<file path="src/hdl/pmba_pkg.sv">
// Shared types and constants of the proportional memory budget allocator.
package pmba_pkg;

   localparam int BYTE_W = 36;
   localparam int SEG_W  = 21;
   localparam int BUF_W  = 16;
   localparam int SLOT_W = 4;
   localparam int CMD_W  = 3;
   localparam int STAT_W = 2;
   localparam int CSR_W  = 2;

   localparam logic [BYTE_W-1:0] BYTE_MAX = '1;

   // command codes
   localparam logic [CMD_W-1:0] CMD_REGISTER   = 3'd0;
   localparam logic [CMD_W-1:0] CMD_UNREGISTER = 3'd1;
   localparam logic [CMD_W-1:0] CMD_RESERVE    = 3'd2;
   localparam logic [CMD_W-1:0] CMD_REQUEST    = 3'd3;
   localparam logic [CMD_W-1:0] CMD_RETURN     = 3'd4;

   // status codes
   localparam logic [STAT_W-1:0] ST_OK       = 2'd0;
   localparam logic [STAT_W-1:0] ST_NOMEM    = 2'd1;
   localparam logic [STAT_W-1:0] ST_DISABLED = 2'd2;
   localparam logic [STAT_W-1:0] ST_BUSY     = 2'd3;

   // result kinds
   localparam logic KIND_STATUS = 1'b0;
   localparam logic KIND_BUDGET = 1'b1;

   // register indexes
   localparam logic [CSR_W-1:0] CSR_SEGMENT_SIZE = 2'd0;
   localparam logic [CSR_W-1:0] CSR_TOTAL_MEMORY = 2'd1;
   localparam logic [CSR_W-1:0] CSR_DISABLED     = 2'd2;

   localparam logic [SEG_W-1:0]  SEG_RESET   = 21'd32768;
   localparam logic [BYTE_W-1:0] TOTAL_RESET = 36'd67108864;

   // one pool table entry
   typedef struct packed {
      logic [BYTE_W-1:0] req_bytes;
      logic [BYTE_W-1:0] max_bytes;
      logic [BYTE_W-1:0] budget;
   } entry_type;

   // table access controls
   typedef struct packed {
      logic rd_en;
      logic wr_en;
   } mem_ctl_type;

endpackage

</file>
<file path="src/hdl/pmba_table.sv">
// Pool table memory: one port, registered read data.
module pmba_table
   import pmba_pkg::*;
#(
   parameter int MAX_POOLS = 16,
   parameter int IDX_W     = 4
) (
   input  logic             clock,
   input  mem_ctl_type      ctl,
   input  logic [IDX_W-1:0] addr,
   input  entry_type        wr_data,
   output entry_type        rd_data
);

   entry_type mem [MAX_POOLS];
   entry_type rd_data_ff;

   // write, and registered read; data holds until the next read
   always_ff @(posedge clock) begin
      if (ctl.wr_en) begin
         mem[addr] <= wr_data;
      end
      if (ctl.rd_en) begin
         rd_data_ff <= mem[addr];
      end
   end

   assign rd_data = rd_data_ff;

endmodule

</file>
<file path="config.mk">
export PLATFORM = sky130hd
export DESIGN_NAME = pmba_table
export DESIGN_NICKNAME = d
export VERILOG_FILES = /design/src/hdl/pmba_pkg.sv /design/src/hdl/pmba_table.sv
export SDC_FILE = /design/constraint.sdc
export NUM_CORES = 1
export LEC_CHECK = 0
export BUFFER_PORTS_ARGS = -buffer_cell sky130_fd_sc_hd__buf_2
export CORE_MARGIN = 2
export CORE_UTILIZATION = 40
export DETAILED_ROUTE_END_ITERATION = 12
export GPL_TIMING_DRIVEN = 0
export PLACE_DENSITY = 0.51
export SYNTH_ARGS = -nofsm -noshare
export SYNTH_HDL_FRONTEND = slang
export SYNTH_SLANG_ARGS = --single-unit
</file>
<file path="constraint.sdc">
create_clock -name clock -period 21.2 [get_ports clock]
set_input_delay 4.24 -clock clock [delete_from_list [all_inputs] [get_ports clock]]
set_output_delay 4.24 -clock clock [all_outputs]
set_load 0.1 [all_outputs]
</file>
==> results of run 1 <==
[registers in the layout, indices dropped and copies added (netlist names)]
signal	count
mem	1728
rd_data	108
[cell families after synthesis]
logic type             count (synthesis)  synth area share (%)
AOI/OAI and AO/OA                    216                 2.392
DFF                                 1836                 81.34
and+or+nand+nor                      135                0.7938
muxes                                432                 14.35
buffers and inverters                145                 1.119
[stage by stage]
stage          setup slack, ps  std cells  total power, mW
2_1_floorplan             8368       2764            4.513
3_3_place_gp             -3044       5202            4.700
3_5_place_dp             13350       5344            4.712
4_1_cts                  14180       5679            7.784
5_1_grt                  14100       5684            7.941
6_report                 14150       5689            7.707
[cells in the mapped netlist (all sizes together)]
cell and n:
nand3 1, or3b 1, edfxtp 1836, clkbuf 36, nand3b 2, buf 109
nor2b 2, a22oi 216, nand2 109, nor2 13, nor3 4, and2 1
mux4 432, nand2b 2
[critical path, stage by stage]
cell	delay, ps
buf_2	180
buf_2	350
buf_1	580
nand2b_1	410
nor2_4	690
buf_12	290
buf_16	200
buf_16	180
buf_16	170
buf_16	170
[power breakdown]
part | internal (mW) | switching [mW]
Clock | 1.75 | 1.33
Combinational | 0.152 | 0.361
Sequential | 4.09 | 0.0228
Total | 5.99 | 1.71
[metal layers]
layer	track usage [%]	share of wire, %	vias to the layer above
met4	5.886	2.6	22
met5	0	0.074	-
li1	-	-	13100
met1	26.37	39	17010
met2	35.64	52	1072
met3	3.651	5.7	301
[layout make-up]
type	instances	area (um^2)
Timing Repair Buffer	362	3527
Clock inverter	101	699.4
Tap cell	2218	2775
Sequential cell	1836	55130
Multi-Input combinational cell	783	12000
Clock buffer	234	4984
Antenna cell	10	25.02
Fill cell	13680	89000
Buffer	145	759.5
[final timing paths]
check	slack [ps]	startpoint	cells past startpoint	end
max reg2reg	19550	mem[2][50]	3	rd_data[50]
max	14150	addr[1]	10	mem[10][38]
min	740	mem[6][33]	3	rd_data[33]
min reg2reg	740	mem[6][33]	3	rd_data[33]
==> reports/metrics.yaml, run 1 <==
cap_violations: 0
yosysWarningCount: 0
row_count: 151
clk_latency_ps: 820
numCtsBuffers: 186
cts.clk_slew.worst_paths_ps: 60
status: "finished clean"
wire_per_inst_um: 31.04
nets: 3429
antenna_found_initial: 40
setup_viol: 0
coreArea_um2: 168900
critPathMaxFanout: 17
post-route-period-util_pct: 33.24
maxSlewHeadroom_pct: 20.38
synth.avg_cell_area_um2: 24.52
skew_ps: 23.91
syn_inst: 2764
vias: 31510
fin_util_pct: 47.31
postCtsSetupRepairBufs: 0
post_cts_resized: 0
tns_ps: 0
power_leakage_nw: 25.52
drive_gt1_share_pct: 32.56
area_delta_synth_final_pct: 17.89
most-common-layout-cells: "1836 x edfxtp_1, 432 x mux4_2, 249 x buf_2"
slew_viol_final: 0
worstPathArrival_ps: 7540
p_per_area_nw_per_um2: 96.46
critPathKind: "in -> reg"
cp-end-kind: "flop"
dp_hpwl_mm: 112.5
worstPathRequired_ps: 21690
synth_top_area_share_pct: 81.34
clock-root-buffer: "clkbuf_16"
die_h_um: 415.6
rsz0062_at_grt: "no"
ant_nets: 0
synth_top_area_cell: "edfxtp_1"
start_util_pct: 40.13
clock-sinks: 1836
critPathLaunchType: "input port"
cts_hold_repair.buffers: 0
ys_ff_latch: 1836
mappedNetlistArea_um2: 67780
clockBufferDepth: 3
worstMarginPinSlew_ps: 1188
synth_area_leaders: "edfxtp_1 81%, mux4_2 14%, a22oi_1 2.4%"
grt_pass1_wl_mm: 249.0
drc_errors: 0
globalRouteOverflowTotal: 0
track_usage_pct: 20.49
max_freq_mhz: 141.9
grt_start_max_net_pins: 59
fp.dieW_um: 415.6
timing.final.hold_violations: 0
routabilityCongestion: 0.7038
ir_drop_v: 0.00009082
ioPinCount: 223
placed_cell_area_um2: 74200
syn_nets: 2879
fin_crit_ps: 7046
port-buffer-count: 220
first_global_vias: 33260
drtIter0Drc: 3475
hold_class: "reg -> reg"
layout_commonest_cell: "edfxtp_1"
whs_ps: 739.5
vias_per_cell: 5.539
design_area_um2: 79900
ys_seq_area_share_pct: 81.34
synth.distinct_cells: 17
die_area_um2: 172800
totalWireLength_mm: 176.6
first_pass_iters: 6
htreeDepth: 4
cts_tree: "yes"
Power figures use the tool's default switching activity.
==> run 2: changes to the inputs <==
--- a/config.mk
+++ b/config.mk
@@ -10,7 +10,7 @@
 export CORE_UTILIZATION = 40
 export DETAILED_ROUTE_END_ITERATION = 12
 export GPL_TIMING_DRIVEN = 0
-export PLACE_DENSITY = 0.51
+export PLACE_DENSITY = 0.53
 export SYNTH_ARGS = -nofsm -noshare
 export SYNTH_HDL_FRONTEND = slang
 export SYNTH_SLANG_ARGS = --single-unit
==> constraint.sdc (replaced) <==
create_clock -name clock -period 6.04 [get_ports clock]
set_input_delay 1.208 -clock clock [delete_from_list [all_inputs] [get_ports clock]]
set_output_delay 1.208 -clock clock [all_outputs]
set_load 0.1 [all_outputs]
==> run 2 against run 1 <==
Wire length fell by 3.4%; total power rose to 3.6 times the previous value; sequential share of layout area fell by 0.34 points; final cell count fell by 0.58%; largest power group unchanged; critical path depth fell by 1; largest cell class unchanged; global-route usage fell by 0.68 points.
==> reports/metrics.yaml, run 2 (synthesized netlist as in run 1, its figures left out) <==
worstPathArrival_ps: 4520
wire_per_inst_um: 30.17
fp.dieW_um: 415.6
drc_errors: 0
path_cells: "buf_2 > buf_2 > buf_1 > nand2_1 > nor2_4 > buf_16 > buf_12 > buf_12 > buf_12"
dp_slack_ps: 1151
clockBufferDepth: 3
cap_violations: 0
skew_ps: 20.63
port-buffer-count: 220
most-common-layout-cells: "1836 x edfxtp_1, 432 x mux4_2, 249 x buf_2"
ir_drop_v: 0.0002197
fin_crit_ps: 4026
clock-sinks: 1836
cts_hold_repair.buffers: 0
row_count: 151
routabilityCongestion: 0.7106
die_area_um2: 172800
post-route-period-util_pct: 66.66
globalRouteOverflowTotal: 0
placed_cell_area_um2: 74350
critPathLaunchType: "input port"
path_common_cell: "buf_12"
numCtsBuffers: 184
totalWireLength_mm: 170.7
ioPinCount: 223
first_pass_iters: 5
ant_nets: 0
max_freq_mhz: 248.4
timing.final.hold_violations: 0
power_leakage_nw: 25.61
coreArea_um2: 168900
grt_start_max_net_pins: 62
antenna_found_initial: 38
critPathMaxFanout: 19
die_h_um: 415.6
grt_pass1_wl_mm: 241.8
largest_reg_flops: 1728
regMostFlops: "mem"
cts.clk_slew.worst_paths_ps: 60
clock-root-buffer: "clkbuf_16"
slowest_delay_ps: 660
start_util_pct: 40.13
critPathKind: "in -> reg"
drtIter0Drc: 3196
status: "finished clean"
cp_slowest_cell: "buf_1"
first_global_vias: 32800
rsz0062_at_grt: "no"
design_area_um2: 80300
post_cts_resized: 0
cp-end-kind: "flop"
fin_util_pct: 47.54
htreeDepth: 4
clk_latency_ps: 810
drive_gt1_share_pct: 32.46
finalPower_mw: 27.45
setup_viol: 0
track_usage_pct: 19.81
dp_hpwl_mm: 111.0
area_delta_synth_final_pct: 18.47
hold_class: "reg -> reg"
layout_commonest_cell: "edfxtp_1"
vias: 31330
vias_per_cell: 5.539
nets: 3395
fillers: 13620
postCtsSetupRepairBufs: 0
worstPathRequired_ps: 6540
setup_ws_ps: 2014
worstMarginPinSlew_ps: 1437
slew_viol_final: 0
cts_tree: "yes"
maxSlewHeadroom_pct: 4.173
p_per_area_nw_per_um2: 341.8
## run 2: path summary, 6_finish.rpt
kind                     from           to  slack, ps  depth (start not counted)
hold reg to reg   mem[14][66]  rd_data[66]        740                          3
hold / removal    mem[14][66]  rd_data[66]        740                          3
setup / recovery      addr[1]  mem[15][69]       2010                          9
setup reg to reg   mem[9][48]  rd_data[48]       4360                          3
## run 2: where the power goes
part	internal (mW)	switching (mW)
combinational	0.538	1.26
sequential	14.4	0.0851
clock	6.46	4.75
total	21.3	6.10
## run 2: critical path, delay by kind of cell
kind / cells / cell delay, ps
buffers and inverters: 7 / 2120
AND/OR/NAND/NOR: 2 / 1110
## run 2: through the flow
step	hold WS (ps)	TNS (ps)	instances
6_report	740.9	0	5656
5_1_grt	740.0	0	5653
4_1_cts	694.7	0	5650
3_5_place_dp	728.5	0	5312
3_3_place_gp	729.5	-	5202
2_1_floorplan	710.3	-1627860	2764
## run 2: final cells by class
type	instances	area (um^2)	area share, %
Buffer	145	758.2	0.9442
Clock inverter	116	1166	1.452
Sequential cell	1836	55130	68.66
Tap cell	2218	2775	3.456
Timing Repair Buffer	330	3657	4.555
Antenna cell	6	15.01	0.01870
Clock buffer	222	4768	5.938
Multi-Input combinational cell	783	12030	14.98
## run 2: per-layer routing
| layer | part of all wire [%] | global-route usage (%) | routed length (um) |
|---|---|---|---|
| met5 | 0.047 | 0 | 80 |
| met4 | 2.7 | 5.843 | 4525 |
| met3 | 5.7 | 3.230 | 9662 |
| met2 | 52 | 34.48 | 88380 |
| met1 | 40 | 25.64 | 68020 |
