File: config.mk
export PLATFORM = sky130hd
export DESIGN_NAME = pmba_muldiv
export DESIGN_NICKNAME = d
export VERILOG_FILES = /design/src/hdl/pmba_pkg.sv /design/src/hdl/pmba_muldiv.sv
export SDC_FILE = /design/constraint.sdc
export NUM_CORES = 1
export LEC_CHECK = 0
export BUFFER_PORTS_ARGS = -buffer_cell sky130_fd_sc_hd__buf_2
export CAP_MARGIN = 10
export CORE_ASPECT_RATIO = 1.5
export CORE_MARGIN = 1
export CORE_UTILIZATION = 45
export DETAILED_ROUTE_END_ITERATION = 12
export GPL_ROUTABILITY_DRIVEN = 0
export MAX_ROUTING_LAYER = met4
export PLACE_DENSITY = 0.65
export SYNTH_ARGS = -nofsm -noshare
export SYNTH_HDL_FRONTEND = slang
export SYNTH_SLANG_ARGS = --single-unit
File: constraint.sdc
create_clock -name clock -period 8 [get_ports clock]
set_input_delay 1.6 -clock clock [delete_from_list [all_inputs] [get_ports clock]]
set_output_delay 1.6 -clock clock [all_outputs]
set_load 0.02 [all_outputs]
File: src/hdl/pmba_pkg.sv
// Shared types and constants of the proportional memory budget allocator.
package pmba_pkg;

   localparam int BYTE_W = 36;
   localparam int SEG_W  = 21;
   localparam int BUF_W  = 16;
   localparam int SLOT_W = 4;
   localparam int CMD_W  = 3;
   localparam int STAT_W = 2;
   localparam int CSR_W  = 2;

   localparam logic [BYTE_W-1:0] BYTE_MAX = '1;

   // command codes
   localparam logic [CMD_W-1:0] CMD_REGISTER   = 3'd0;
   localparam logic [CMD_W-1:0] CMD_UNREGISTER = 3'd1;
   localparam logic [CMD_W-1:0] CMD_RESERVE    = 3'd2;
   localparam logic [CMD_W-1:0] CMD_REQUEST    = 3'd3;
   localparam logic [CMD_W-1:0] CMD_RETURN     = 3'd4;

   // status codes
   localparam logic [STAT_W-1:0] ST_OK       = 2'd0;
   localparam logic [STAT_W-1:0] ST_NOMEM    = 2'd1;
   localparam logic [STAT_W-1:0] ST_DISABLED = 2'd2;
   localparam logic [STAT_W-1:0] ST_BUSY     = 2'd3;

   // result kinds
   localparam logic KIND_STATUS = 1'b0;
   localparam logic KIND_BUDGET = 1'b1;

   // register indexes
   localparam logic [CSR_W-1:0] CSR_SEGMENT_SIZE = 2'd0;
   localparam logic [CSR_W-1:0] CSR_TOTAL_MEMORY = 2'd1;
   localparam logic [CSR_W-1:0] CSR_DISABLED     = 2'd2;

   localparam logic [SEG_W-1:0]  SEG_RESET   = 21'd32768;
   localparam logic [BYTE_W-1:0] TOTAL_RESET = 36'd67108864;

   // one pool table entry
   typedef struct packed {
      logic [BYTE_W-1:0] req_bytes;
      logic [BYTE_W-1:0] max_bytes;
      logic [BYTE_W-1:0] budget;
   } entry_type;

   // table access controls
   typedef struct packed {
      logic rd_en;
      logic wr_en;
   } mem_ctl_type;

endpackage

File: src/hdl/pmba_muldiv.sv
// Sequential floor(a * b / c): 36 shift-add steps, then 36 restoring divide steps.
module pmba_muldiv
   import pmba_pkg::*;
#(
   parameter int CAP_W = 40
) (
   input  logic              clock,
   input  logic              reset,
   input  logic              start,
   input  logic [BYTE_W-1:0] mcand,
   input  logic [CAP_W-1:0]  mplier,
   input  logic [CAP_W-1:0]  divisor,
   output logic              done,
   output logic [BYTE_W-1:0] quot
);

   localparam int PW = BYTE_W + CAP_W;
   localparam logic [5:0] LAST_STEP = 6'(BYTE_W - 1);

   typedef enum logic [1:0] {M_IDLE, M_MUL, M_DIV} mstate_type;

   mstate_type          state_ff;
   logic [5:0]          cnt_ff;
   logic [BYTE_W-1:0]   a_ff;
   logic [CAP_W-1:0]    b_ff;
   logic [CAP_W-1:0]    c_ff;
   logic [PW-1:0]       prod_ff;
   logic [CAP_W-1:0]    rem_ff;
   logic [BYTE_W-1:0]   low_ff;
   logic [BYTE_W-1:0]   quot_ff;
   logic                done_ff;
   logic [CAP_W:0]      trial;
   logic                fits;
   logic [PW-1:0]       prod_next;

   assign trial     = {rem_ff, low_ff[BYTE_W-1]};
   assign fits      = (trial >= {1'b0, c_ff});
   assign prod_next = (prod_ff << 1) + (a_ff[BYTE_W-1] ? PW'(b_ff) : '0);

   always_ff @(posedge clock) begin
      if (reset) begin
         state_ff <= M_IDLE;
         done_ff  <= 1'b0;
         cnt_ff   <= '0;
      end else begin
         done_ff <= 1'b0;
         case (state_ff)
            M_IDLE: begin
               if (start) begin
                  a_ff     <= mcand;
                  b_ff     <= mplier;
                  c_ff     <= divisor;
                  prod_ff  <= '0;
                  cnt_ff   <= '0;
                  state_ff <= M_MUL;
               end
            end
            // multiplicand bits taken MSB first
            M_MUL: begin
               prod_ff <= prod_next;
               a_ff    <= a_ff << 1;
               if (cnt_ff == LAST_STEP) begin
                  // hand the finished product to the divider
                  rem_ff   <= prod_next[PW-1:BYTE_W];
                  low_ff   <= prod_next[BYTE_W-1:0];
                  cnt_ff   <= '0;
                  state_ff <= M_DIV;
               end else begin
                  cnt_ff <= cnt_ff + 6'd1;
               end
            end
            M_DIV: begin
               rem_ff  <= fits ? CAP_W'(trial - {1'b0, c_ff}) : trial[CAP_W-1:0];
               low_ff  <= low_ff << 1;
               quot_ff <= {quot_ff[BYTE_W-2:0], fits};
               if (cnt_ff == LAST_STEP) begin
                  done_ff  <= 1'b1;
                  state_ff <= M_IDLE;
               end else begin
                  cnt_ff <= cnt_ff + 6'd1;
               end
            end
            default: state_ff <= M_IDLE;
         endcase
      end
   end

   assign done = done_ff;
   assign quot = quot_ff;

   // remainder stays below the divisor while dividing
   a_rem_bound: assert property (@(posedge clock) disable iff (reset)
      state_ff == M_DIV |-> rem_ff < c_ff)
      else $error("divider remainder out of range");

   a_no_restart: assert property (@(posedge clock) disable iff (reset)
      start |-> state_ff == M_IDLE)
      else $error("start while busy");

   a_done_src: assert property (@(posedge clock) disable iff (reset)
      done |-> $past(state_ff) == M_DIV)
      else $error("done without divide");

endmodule

==> flow_results.org, run 1 <==
** Clock tree
- Latest clock arrival within the worst-skew pair :: 520 ps
- Clock-pin slew was measured on the worst setup and hold paths at 60 ps.
- The root buffer cell chosen for the clock tree is clkbuf_16.
- The number of hold buffers added after CTS was 0.
- CTS tree :: built
- In this run the deepest clock path goes through 3 buffers.
- Number of buffers added by the clock tree synthesis step :: 34
- H-tree levels :: 2
- Post-cts resize count :: 0
- Buffers inserted by post-CTS timing repair :: 0
- For this design, the sink count on the clock tree is 312.

** Timing
- For the final database, setup skew stands at 15.8 ps.
- For the pin with the worst max-slew slack, the measured transition is 1210 ps.
- Derived from the worst setup path, the maximum achievable clock frequency is 243 MHz.
- Setup TNS :: 0 ps
- Final hold violation count :: 0
- Dividing the final minimum period by the clock period gives 51.5%.
- The final max-slew violation count was 0.
- Post-layout minimum cycle time :: 4120 ps
- Setup repair after global routing left no endpoint under its margin.
- Setup violation total in the final timing report :: 0
- Headroom to the max-slew limit came out at 19.6%.
- Once routing completed, OpenROAD measured the worst setup slack at 3880 ps.

** Drt
- The count of nets left with antenna violations once routing finished came out at 0.
- Summed over all layers, the routed wires come to 40.3 mm.
- In the final routed layout, each cell accounts on average for 18.0 µm.
- The final route contains 12500 vias.
- In the routed design, unresolved DRC markers number 0.
- After detailed routing, the number of vias per cell comes to 5.56.
- Iteration-0 DRC count of the detailed router :: 635
- The first TritonRoute pass finished after 7 iterations.

** Worst hold path
- The tightest min-delay check is of the flip-flop to flip-flop type.

** Power and ir drop
- Combinational logic burns 25.4% of the power.
- Part of the total power dissipated in sequential elements :: 43.7%
- In this run the static leakage power is 7.53 nW.
- Worst vdd rail ir drop :: 0.191 mV
- NetSw :: 0.00149 W
- The share of total power dissipated in the clock network is 30.9%.
- Power spread over the standard cell area amounts to 244 nW/µm².
- Cell internal pwr :: 0.00335 W
- Of the total power, the share spent switching nets is 30.7%.

** Synthesis
- The average instance in the mapped netlist occupies 11.1 µm².
- In this run, distinct cell masters in the synthesized netlist total 81.
- Portion of synthesized cell area occupied by the leading cell type :: 51.7%
- Total nets after synthesis :: 1796
- After synthesis the cells add up to 17600 µm².
- Proportion of synthesized chip area in sequential cells :: 52.7%
- Counting flops with a built-in enable in the synthesized netlist gives 303.
- Synthesis handed over a netlist of 1591 instances.
- Yosys reg bits :: 312
- In the synthesized netlist the dominant register cell turns out to be edfxtp_1.
- By area the synthesized netlist is led by edfxtp_1, ha_1, xnor2_1, nor2_1, nand2_1.
- Ys Warns :: 0
- After synthesis, the share of flip-flops with an asynchronous set or reset is 0%.
- Yosys top cell by area :: edfxtp_1

** Floorplanning
- The die is 163 µm wide.
- The die is 244 µm tall.
- The core region is 38500 µm².
- Row count :: 88
- In this run the count of I/O pins placed on the die edge is 156.
- Once the floorplan was initialized, standard cells occupied 45.7% of the core.
- The die covers 39900 µm².

** Setup path
- Critical path data required time :: 8240 ps
- Path type of the worst setup path :: flip-flop to flip-flop
- Setup slack on the worst reg-to-reg path comes out at 3880 ps.
- CP max FO :: 40
- Data arrives at the worst endpoint at 4370 ps.
- STA classifies the critical path endpoint as a flip-flop.
- STA classifies the critical path startpoint as a flip-flop.

** Global route
- The number of global-route vias before repair came to 12800.
- GRT overflow :: 0
- Entering global routing, the biggest net connects 86 pins.
- The first global-routing pass estimated 64.6 mm of wire.
- Number of antenna violations at the first check in global routing :: 0
- In the global route stage, overall resource usage came out at 21.0%.

** Finish
- Fill cells in the final layout number 3482.
- Fraction of layout cells with a size suffix above 1 :: 16.8%
- The area growth from synthesis to layout is 12.8%.
- In the layout the commonest cells are edfxtp_1, buf_2, nor2_1, nand2_1, o21ai_0.
- Most common cell after layout, fill and taps aside :: edfxtp_1
- End-of-flow core utilization :: 51.5%
- Antenna Cells :: 0
- Summed area of non-filler cells in the final layout :: 19800 µm²
- The final layout contains 1928 nets.

** Placement
- Pre-CTS setup slack :: 3830 ps
- Cell area after placement :: 18800 µm²
- Detailed Place HPWL :: 28.3 mm
- Count of input and output buffers :: 155

** Job
- The tool flagged a number of max-cap violations equal to 0.

** Status
- The run finished with clean final reports.
## synth_stat cells, types with 10 or more instances
master and count:
edfxtp_1 303, nor2_1 153, nand2_1 145, a21oi_1 98
o21ai_0 98, ha_1 84, xnor2_1 74, inv_1 69
and2_1 51, mux2i_1 47, clkbuf_1 45, a21o_1 41
mux2_2 40, xor2_1 33, nand3_1 26, nand4_1 24
and3_1 21, buf_2 18, a211oi_1 16, nor3_1 14
o21a_1 13, a31oi_1 11, nor2b_1 11, o21bai_1 10
## flip-flops by register name (all words and copies together) (netlist names)
name      flops
low_ff       36
done          1
quot         36
a_ff         36
c_ff         40
b_ff         40
prod_ff      75
cnt_ff        6
state_ff      2
rem_ff       40
## logic make-up after synthesis
logic type	synth area share, %
fa+ha+maj	6.20
flops	52.7
simple gates	14.1
buf+inv	3.23
xor+xnor	5.33
mux	5.23
compound gates	13.1
## routing by layer
layer	vias up	routed length, µm	track usage (%)
met4	0	1260	7.68
met3	92	1220	2.63
li1	6097	-	-
met2	242	21700	38.8
met1	6033	16100	22.7
met5	-	0	-
## power by group through the flow
stage / combinational [W] / sequential (W) / clock, W
after detailed placement: 0.00123 / 0.00215 / 0
after global routing: 0.00137 / 0.00213 / 0.00159
after global placement: 0.00121 / 0.00214 / 0
after CTS: 0.00124 / 0.00211 / 0.00153
final: 0.00123 / 0.00211 / 0.00149
after floorplan: 0.000916 / 0.00216 / 0
## area by class of cell
cell class / count / area [µm²] / share of cell area (%)
Clock buffer: 40 / 895 / 4.51
Tap cell: 495 / 619 / 3.12
Sequential cell: 312 / 9280 / 46.8
Multi-Input combinational cell: 1140 / 7790 / 39.3
Inverter: 70 / 263 / 1.32
Clock inverter: 19 / 138 / 0.694
Timing Repair Buffer: 165 / 851 / 4.29
## through the flow
| step | hold slack [ps] | total power [W] | cells |
|---|---|---|---|
| CTS | 444 | 0.00488 | 2241 |
| global placement | 424 | 0.00335 | 2182 |
| floorplan | 472 | 0.00307 | 1591 |
| detailed placement | 433 | 0.00337 | 2182 |
| global route | 448 | 0.00509 | 2241 |
| finish | 440 | 0.00484 | 2241 |
## critical path, cell delays in order (launching register included)
cell      delay (ps)
edfxtp_1         350
buf_4            250
and2_1           200
ha_1             390
a21o_1           220
a21o_1           170
a21oi_1          170
o21ai_0          110
a21o_1           210
a221oi_2         970
a211oi_1         230
xnor2_1          440
mux2i_1          120
## path summary, 6_finish.rpt
kind / start / endpoint / cells after the start
max: a_ff[35]$_DFFE_PP_ / rem_ff[7]$_DFFE_PP_ / 12
min: quot[8]$_DFFE_PP_ / quot[9]$_DFFE_PP_ / 0
max reg2reg: a_ff[35]$_DFFE_PP_ / rem_ff[7]$_DFFE_PP_ / 12
min reg2reg: quot[8]$_DFFE_PP_ / quot[9]$_DFFE_PP_ / 0
(Power assumes the default switching activity.)
==> run 2, diff against run 1 <==
--- a/config.mk
+++ b/config.mk
@@ -5,6 +5,7 @@
 export SDC_FILE = /design/constraint.sdc
 export NUM_CORES = 1
 export LEC_CHECK = 0
+export ABC_AREA = 1
 export BUFFER_PORTS_ARGS = -buffer_cell sky130_fd_sc_hd__buf_2
 export CAP_MARGIN = 10
 export CORE_ASPECT_RATIO = 1.5
@@ -13,7 +14,6 @@
 export DETAILED_ROUTE_END_ITERATION = 12
 export GPL_ROUTABILITY_DRIVEN = 0
 export MAX_ROUTING_LAYER = met4
-export PLACE_DENSITY = 0.65
 export SYNTH_ARGS = -nofsm -noshare
 export SYNTH_HDL_FRONTEND = slang
 export SYNTH_SLANG_ARGS = --single-unit
==> constraint.sdc (replaced) <==
create_clock -name clock -period 4.1 [get_ports clock]
set_input_delay 0.82 -clock clock [delete_from_list [all_inputs] [get_ports clock]]
set_output_delay 0.82 -clock clock [all_outputs]
set_load 0.02 [all_outputs]
==> run 2 against run 1 <==
Effect of this change:
- worst hold slack worse by 36 ps
- via count up 39%
- sequential cell count unchanged
- design area rose by 14%
- critical path type unchanged
- highest routed layer unchanged
==> flow_results.org, run 2 <==
** Synthesis
- Summing every instance area after synthesis gives 20200 µm².
- The Yosys step of the flow raised 0 warnings.
- Synthesis produced 2659 cells.
- Portion of synthesized cell area occupied by the leading cell type :: 45.1%
- The largest total area in the synthesized netlist belongs to edfxtp_1.
- Post-synth cell types :: 43
- Library cell with the highest instance count after synthesis :: nand2_1
- The share of the Yosys chip area taken by registers is 46.0%.
- Yosys reg bits :: 312
- Ys async rst share :: 0%
- Yosys mapped a number of flops with a built-in enable equal to 303.
- Top post-synthesis cells by count :: nand2_1, inv_1, edfxtp_1
- The average instance in the mapped netlist occupies 7.59 µm².
- Top cells by area in the synthesized netlist :: edfxtp_1, nand2_1, inv_1, ha_1, nor2_1
- Among all flip-flop cells after synthesis, the most frequent one is edfxtp_1.
- Total nets after synthesis :: 2864

** Global route
- Entering global routing, the biggest net connects 112 pins.
- The initial antenna violation count is 0.
- The first global-routing pass estimated 89.3 mm of wire.
- Global-route total usage across every layer :: 25.8%
- For this run the aggregate overflow at the end of global routing stands at 0.
- The number of global-route vias before repair came to 17400.

** Power and ir drop
- Cell internal pwr :: 0.00839 W
- After layout, the design draws a total of 0.0147 W.
- Leakage power of the design :: 10.6 nW
- The share of total power dissipated in the clock network is 18.2%.
- Worst vdd rail ir drop :: 0.382 mV
- Power per Cell Area :: 653 nW/µm²
- The analysis attributes to net switching a power of 0.00635 W.
- Part of the total power dissipated in sequential elements :: 35.4%
- In this run switching power makes up 43.1% of total power.
- Gate power share :: 46.4%

** Clock tree
- After clock tree synthesis, the clock-pin slew on the worst setup and hold paths is 70 ps.
- In this run the post-CTS setup repair buffer count came out at 0.
- Post-cts resize count :: 0
- Number of buffers added by the clock tree synthesis step :: 31
- CTS tree :: built
- Clock root buffer master :: clkbuf_16
- Latest clock arrival within the worst-skew pair :: 590 ps
- CTS sink cnt :: 312
- Clock tree buffer depth :: 3
- H-tree levels :: 1
- Number of hold buffers added after cts :: 0

** Setup path
- Critical path capture point type :: flip-flop
- Data arrival time of the critical path :: 3680 ps
- The worst setup path is launched from a flip-flop.
- In this design, the stage delay of the slowest critical-path cell is 600 ps.
- Crit-path slowest cell :: xnor2_1
- Worst-path cell chain :: buf_4, nand2_1, inv_1, ha_1, nand2_1, inv_1, a21oi_1, o21bai_1, a21oi_1, nand2_1, xnor2_1, o21ai_1
- CP max FO :: 40
- By instance count, the cell type seen most on the critical path is nand2_1.
- Path type of the worst setup path :: flip-flop to flip-flop
- At the worst endpoint, the required time is 4420 ps.
- Register-to-register setup slack :: 740 ps

** Finish
- Summing all multi-input logic gate instances after layout gives 9090 µm².
- From synthesis to final layout, the design area changed by 11.8%.
- Most frequent cells in the layout :: nand2_1, inv_1, edfxtp_1, nor2_1, nand3_1
- Most common cell after layout, fill and taps aside :: nand2_1
- Largest reg by FF count :: prod_ff
- Summed area of non-filler cells in the final layout :: 22600 µm²
- The filler cells instantiated in the layout total 4414.
- Summing all flip-flop and latch instances after layout gives 9280 µm².
- The register with the most flip-flops in the layout has 75 of them.
- In the final layout, the share of cells above drive strength 1 is 9.06%.
- Antenna Cells :: 0
- The final layout contains 3017 nets.

** Timing
- In this run the tightest slew margin relative to its limit is 33.7%.
- Setup violation total in the final timing report :: 0
- Final hold violation count :: 0
- Post-layout minimum cycle time :: 3360 ps
- Max Clock Skew :: 16.4 ps
- Least-Margin Pin Slew :: 992 ps
- Of the available clock period, the critical path in the final layout requires 81.9%.
- Unrepaired setup endpoints after global routing :: false
- Top achievable clock speed :: 298 MHz
- Number of pins exceeding their max-slew limit in the final report :: 0

** Floorplanning
- IO Count :: 156
- Overall die area :: 45700 µm²
- Total core area :: 44100 µm²
- In this run the vertical extent of the chip is 261 µm.
- Row count :: 94
- From left edge to right edge, the die measures 175 µm.
- The initial utilization of the core area, before any placement, comes to 45.8%.

** Job
- Across the run, the number of max-cap violations was 0.

** Drt
- Detailed-route via count :: 17300
- The detail route stage leaves a number of antenna-violating nets equal to 0.
- The pre-antenna-repair detailed-routing pass consisted of 7 iterations.
- After detailed routing, the number of remaining DRC violations is 0.
- After detailed routing, the total wire length is 57.1 mm.
- Iteration-0 DRC count of the detailed router :: 1028
- Dividing the detail-routed via count by the number of cells gives 5.08.
- After detailed routing, the average wire length per cell comes to 16.7 µm.

** Placement
- The count of buffers added on input and output ports is 155.
- Detailed placement finished with a half-perimeter wire length of 44.7 mm.
- After detailed placement, the total cell area comes to 21700 µm².

** Status
- Status :: finished, final reports clean

** Worst hold path
- Path class of the lowest-slack min-delay path :: input port to flip-flop
run 2: worst max-delay path, delay by kind of cell (launching register included):
kind                     cells  cell delay (ps)
AO/OA/AOI/OAI                4              890
XOR/XNOR                     1              600
buffers and inverters        3              470
AND/OR/NAND/NOR              3              420
adder cells (fa/ha/maj)      1              330
flip-flops                   1              320
run 2: final timing paths:
| path | cells past startpoint | end | startpoint |
|---|---|---|---|
| hold reg to reg | 0 | quot[30]$_DFFE_PP_ | quot[29]$_DFFE_PP_ |
| hold / removal | 1 | c_ff[20]$_DFFE_PP_ | divisor[20] |
| setup reg to reg | 12 | rem_ff[1]$_DFFE_PP_ | a_ff[35]$_DFFE_PP_ |
| setup / recovery | 12 | rem_ff[1]$_DFFE_PP_ | a_ff[35]$_DFFE_PP_ |
run 2: layout make-up:
class,instances,area share [%]
Clock inverter,20,0.549
Inverter,435,7.24
Tap cell,576,3.19
Multi-Input combinational cell,1862,40.3
Clock buffer,37,3.54
Sequential cell,312,41.1
Timing Repair Buffer,170,4.10
run 2: metal layers:
layer	GRT usage, %	share of wire (%)
met1	27.4	39
met5	-	0
met2	45.2	50
met4	18.1	7.7
met3	2.50	3.7
run 2: power groups by stage:
stage | clock, W | sequential (W) | combinational [W]
after floorplan | 0 | 0.00523 | 0.00487
after global placement | 0 | 0.00526 | 0.00671
after detailed placement | 0 | 0.00527 | 0.00679
after CTS | 0.00275 | 0.00522 | 0.00683
after global routing | 0.00285 | 0.00530 | 0.00768
final | 0.00268 | 0.00522 | 0.00684
run 2: kinds of logic after synthesis:
kind of cell,synth area share [%]
xor gates and xnor gates,2.47
and+or+nand+nor,31.7
AOI/OAI and AO/OA,5.21
adders and majority gates,5.40
DFF,46.0
buffers and inverters,9.27
run 2: through the flow:
stage / worst slack, ps / hold WS [ps] / utilization, % / setup TNS [ps] / cells
finish: 741 / 404 / 51.2 / 0 / 3412
global route: 555 / 382 / 51.2 / 0 / 3412
CTS: 824 / 376 / 51.2 / 0 / 3412
floorplan: -120 / 422 / - / -13340 / 2659
detailed placement: 834 / 429 / 49.1 / 0 / 3355
global placement: 937 / 425 / 49.1 / 0 / 3355
==> run 3, diff against run 2 <==
--- a/config.mk
+++ b/config.mk
@@ -14,6 +14,7 @@
 export DETAILED_ROUTE_END_ITERATION = 12
 export GPL_ROUTABILITY_DRIVEN = 0
 export MAX_ROUTING_LAYER = met4
+export PLACE_DENSITY = 0.65
 export SYNTH_ARGS = -nofsm -noshare
 export SYNTH_HDL_FRONTEND = slang
 export SYNTH_SLANG_ARGS = --single-unit
==> constraint.sdc (replaced) <==
create_clock -name clock -period 3.04 [get_ports clock]
set_input_delay 0.608 -clock clock [delete_from_list [all_inputs] [get_ports clock]]
set_output_delay 0.608 -clock clock [all_outputs]
set_load 0.02 [all_outputs]
==> run 3 against run 2 <==
Effect of this change:
- register-to-register slack got worse by 610 ps
- combinational power increased by 39%
- critical path depth is 7 higher
- global-route usage shrank 0.36 points
- critical path type unchanged
==> flow_results.org, run 3 (same netlist as run 2, synthesis figures left out) <==
** Timing
- Setup violation total in the final timing report :: 0
- Headroom to the max-slew limit :: 53.0%
- Post-layout minimum cycle time :: 2910 ps
- The final max-slew violation count is 0.
- Top achievable clock speed :: 344 MHz
- Least-Margin Pin Slew :: 705 ps
- Setup repair after global routing could not meet its margin everywhere.
- Final hold violation count :: 0
- Part of the cycle the worst path needs :: 95.6%
- Max Clock Skew :: 19.8 ps

** Drt
- The detailed router finished its first iteration with 1151 violations.
- Routed wire length :: 56.0 mm
- The count of nets left with antenna violations once routing finished came out at 0.
- In this run the top signal layer used is met4.
- Wire segments on met3 add up to 2.64 mm in the final route.
- For this run, the detailed router's first-pass iteration total came to 6.
- Number of DRC violations after detailed routing :: 0
- The routed layout has 17700 vias.
- Routed vias/inst :: 5.15
- Summed over all nets, wire length on met2 after detailed routing comes to 27.4 mm.
- The detailed router put a total of 21.1 mm of wire on met1.
- Wire per inst :: 16.3 µm

** Setup path
- Along the worst path, the maximum fanout reaches 4.
- For this design, the slowest cell found on the critical path is edfxtp_1.
- Critical Path Max Stage Delay :: 420 ps
- Worst path bufs/invs :: 3
- Cell mode on critical path :: nand2_1
- Data arrival time of the critical path :: 3270 ps
- Path type of the worst setup path :: flip-flop to flip-flop
- For the worst setup path, the data required time is 3400 ps.
- Worst-path cell chain :: nand2_1, inv_1, ha_1, inv_1, fa_1, inv_1, nand3_1, nand3_1, nand2_1, nand2_1, nand2_1, nand2_2, nand2_1, nand2_2, nand2_1, nand3_1, nand2_1, nand2_1, nand2_1
- Kind of cell adding the most delay to the critical path :: simple AND/OR/NAND/NOR gates
- Critical path capture point type :: flip-flop
- The worst setup path is launched from a flip-flop.

** Clock tree
- In this run the number of H-tree levels came out at 1.
- Clock tree buffer depth :: 3
- Clock root buffer master :: clkbuf_16
- Counting the buffers created by CTS gives 31.
- At the later pin of the worst-skew pair, clock insertion delay measures 600 ps.
- CTS sink cnt :: 312
- CTS clk-pin slew, worst paths :: 70 ps
- CTS tree :: built

** Floorplanning
- For this design the top-level I/O count stands at 156.
- The die is 175 µm wide.
- The floorplan step set the die height to 261 µm.
- Row count :: 94
- The die covers 45700 µm².
- Total core area :: 44100 µm²
- Starting density of the core :: 45.8%

** Power and ir drop
- Gate power share :: 45.6%
- Summed over all cells, the static leakage comes to 11.0 nW.
- For this design the ratio of total power to cell area is 894 nW/µm².
- VDD sags by at most 0.518 mV.
- Part of the total power dissipated in sequential elements :: 34.0%
- Net switching is 41.4% of the power.
- Cell internal pwr :: 0.0122 W
- The clock network accounts for 20.4% of the total power.
- Summed over all nets, the switching power comes to 0.00860 W.

** Placement
- Once detailed placement completed, the half-perimeter wirelength came to 43.6 mm.
- Count of input and output buffers :: 155
- Cell area after placement :: 22000 µm²
- DP Cell Count :: 3386

** Finish
- Most frequent cells in the layout :: nand2_1, inv_1, edfxtp_1, nor2_1, nand3_1
- Cells fill 52.7% of the core in the end.
- Filler-free cell count of the finished design :: 3444
- # fillers :: 4320
- Net count, final :: 3049
- Leaving out fill and tap cells, the most frequent cell in the layout is nand2_1.
- Ranked by flip-flop count, first place goes to prod_ff.
- Antenna Cells :: 0
- Summed area of non-filler cells in the final layout :: 23200 µm²
- The register with the most flip-flops in the layout has 75 of them.
- Area growth from synthesis to layout :: 15.1%
- In the final layout, the share of cells above drive strength 1 is 12.0%.

** Worst hold path
- Path class of the lowest-slack min-delay path :: input port to flip-flop

** Global route
- Number of antenna violations at the first check in global routing :: 0
- Global routing used 25.4% of the available tracks.
- Summed over all layers, the global routing overflow is 0.
- Wire length of the first global-routing pass :: 88.9 mm
- The number of global-route vias before repair was 17700.
- Entering global routing, the biggest net connects 125 pins.

** Job
- The tool flagged a number of max-cap violations equal to 0.

** Status
- The flow ran to the end, and the final reports show no timing, DRC or antenna violations.
[run 3: timing repair]
action | in CTS | in global routing
setup buffers | 0 | 1
hold buffers | 0 | 0
endpoints found under the setup margin | 2 | 77
gates resized for setup | 1 | 47
[run 3: power groups by stage]
| stage | registers (W) | clock network [W] | logic (W) |
|---|---|---|---|
| floorplan | 0.00706 | 0 | 0.00659 |
| global placement | 0.00711 | 0 | 0.00912 |
| detailed placement | 0.00712 | 0 | 0.00925 |
| CTS | 0.00705 | 0.00433 | 0.00931 |
| global route | 0.00717 | 0.00447 | 0.0106 |
| finish | 0.00706 | 0.00424 | 0.00948 |
[run 3: path summary, 6_finish.rpt]
| check | startpoint | to | slack (ps) | cells past startpoint |
|---|---|---|---|---|
| max | a_ff[35]$_DFFE_PP_ | rem_ff[21]$_DFFE_PP_ | 130 | 19 |
| min | divisor[19] | c_ff[19]$_DFFE_PP_ | 180 | 1 |
| max reg2reg | a_ff[35]$_DFFE_PP_ | rem_ff[21]$_DFFE_PP_ | 130 | 19 |
| min reg2reg | quot[13]$_DFFE_PP_ | quot[14]$_DFFE_PP_ | 440 | 0 |
[run 3: worst register-to-register path, stage by stage (launching register included)]
cell,delay [ps]
edfxtp_1,420
nand2_1,70
inv_1,60
ha_1,170
inv_1,60
fa_1,410
inv_1,120
nand3_1,90
nand3_1,190
nand2_1,80
nand2_1,100
nand2_1,90
nand2_2,130
nand2_1,80
nand2_2,170
nand2_1,130
nand3_1,130
nand2_1,80
nand2_1,60
nand2_1,50
[run 3: routing by layer]
layer / up-vias / track usage, %
li1: 8866 / -
met2: 607 / 44.1
met1: 8002 / 26.4
met4: 0 / 19.2
met3: 269 / 3.16
met5: - / -
[run 3: layout make-up]
class,instances,area [µm²],area share [%]
clock inverters,16,284,1.22
clock buffers,41,813,3.50
multi-input cells,1862,9300,40.0
repair buffers,202,1200,5.18
inverters,435,1630,7.03
flip-flops and latches,312,9280,39.9
well taps,576,721,3.10
[run 3: per-stage QoR]
step	setup WS [ps]	hold WS, ps	power, W	setup TNS, ps
after floorplan	-1010	422	0.0137	-143160
after global placement	-221	427	0.0162	-418
after detailed placement	-251	429	0.0164	-479
after CTS	8.47	159	0.0207	0
after global routing	-13.9	159	0.0223	-32.8
final	135	178	0.0208	0
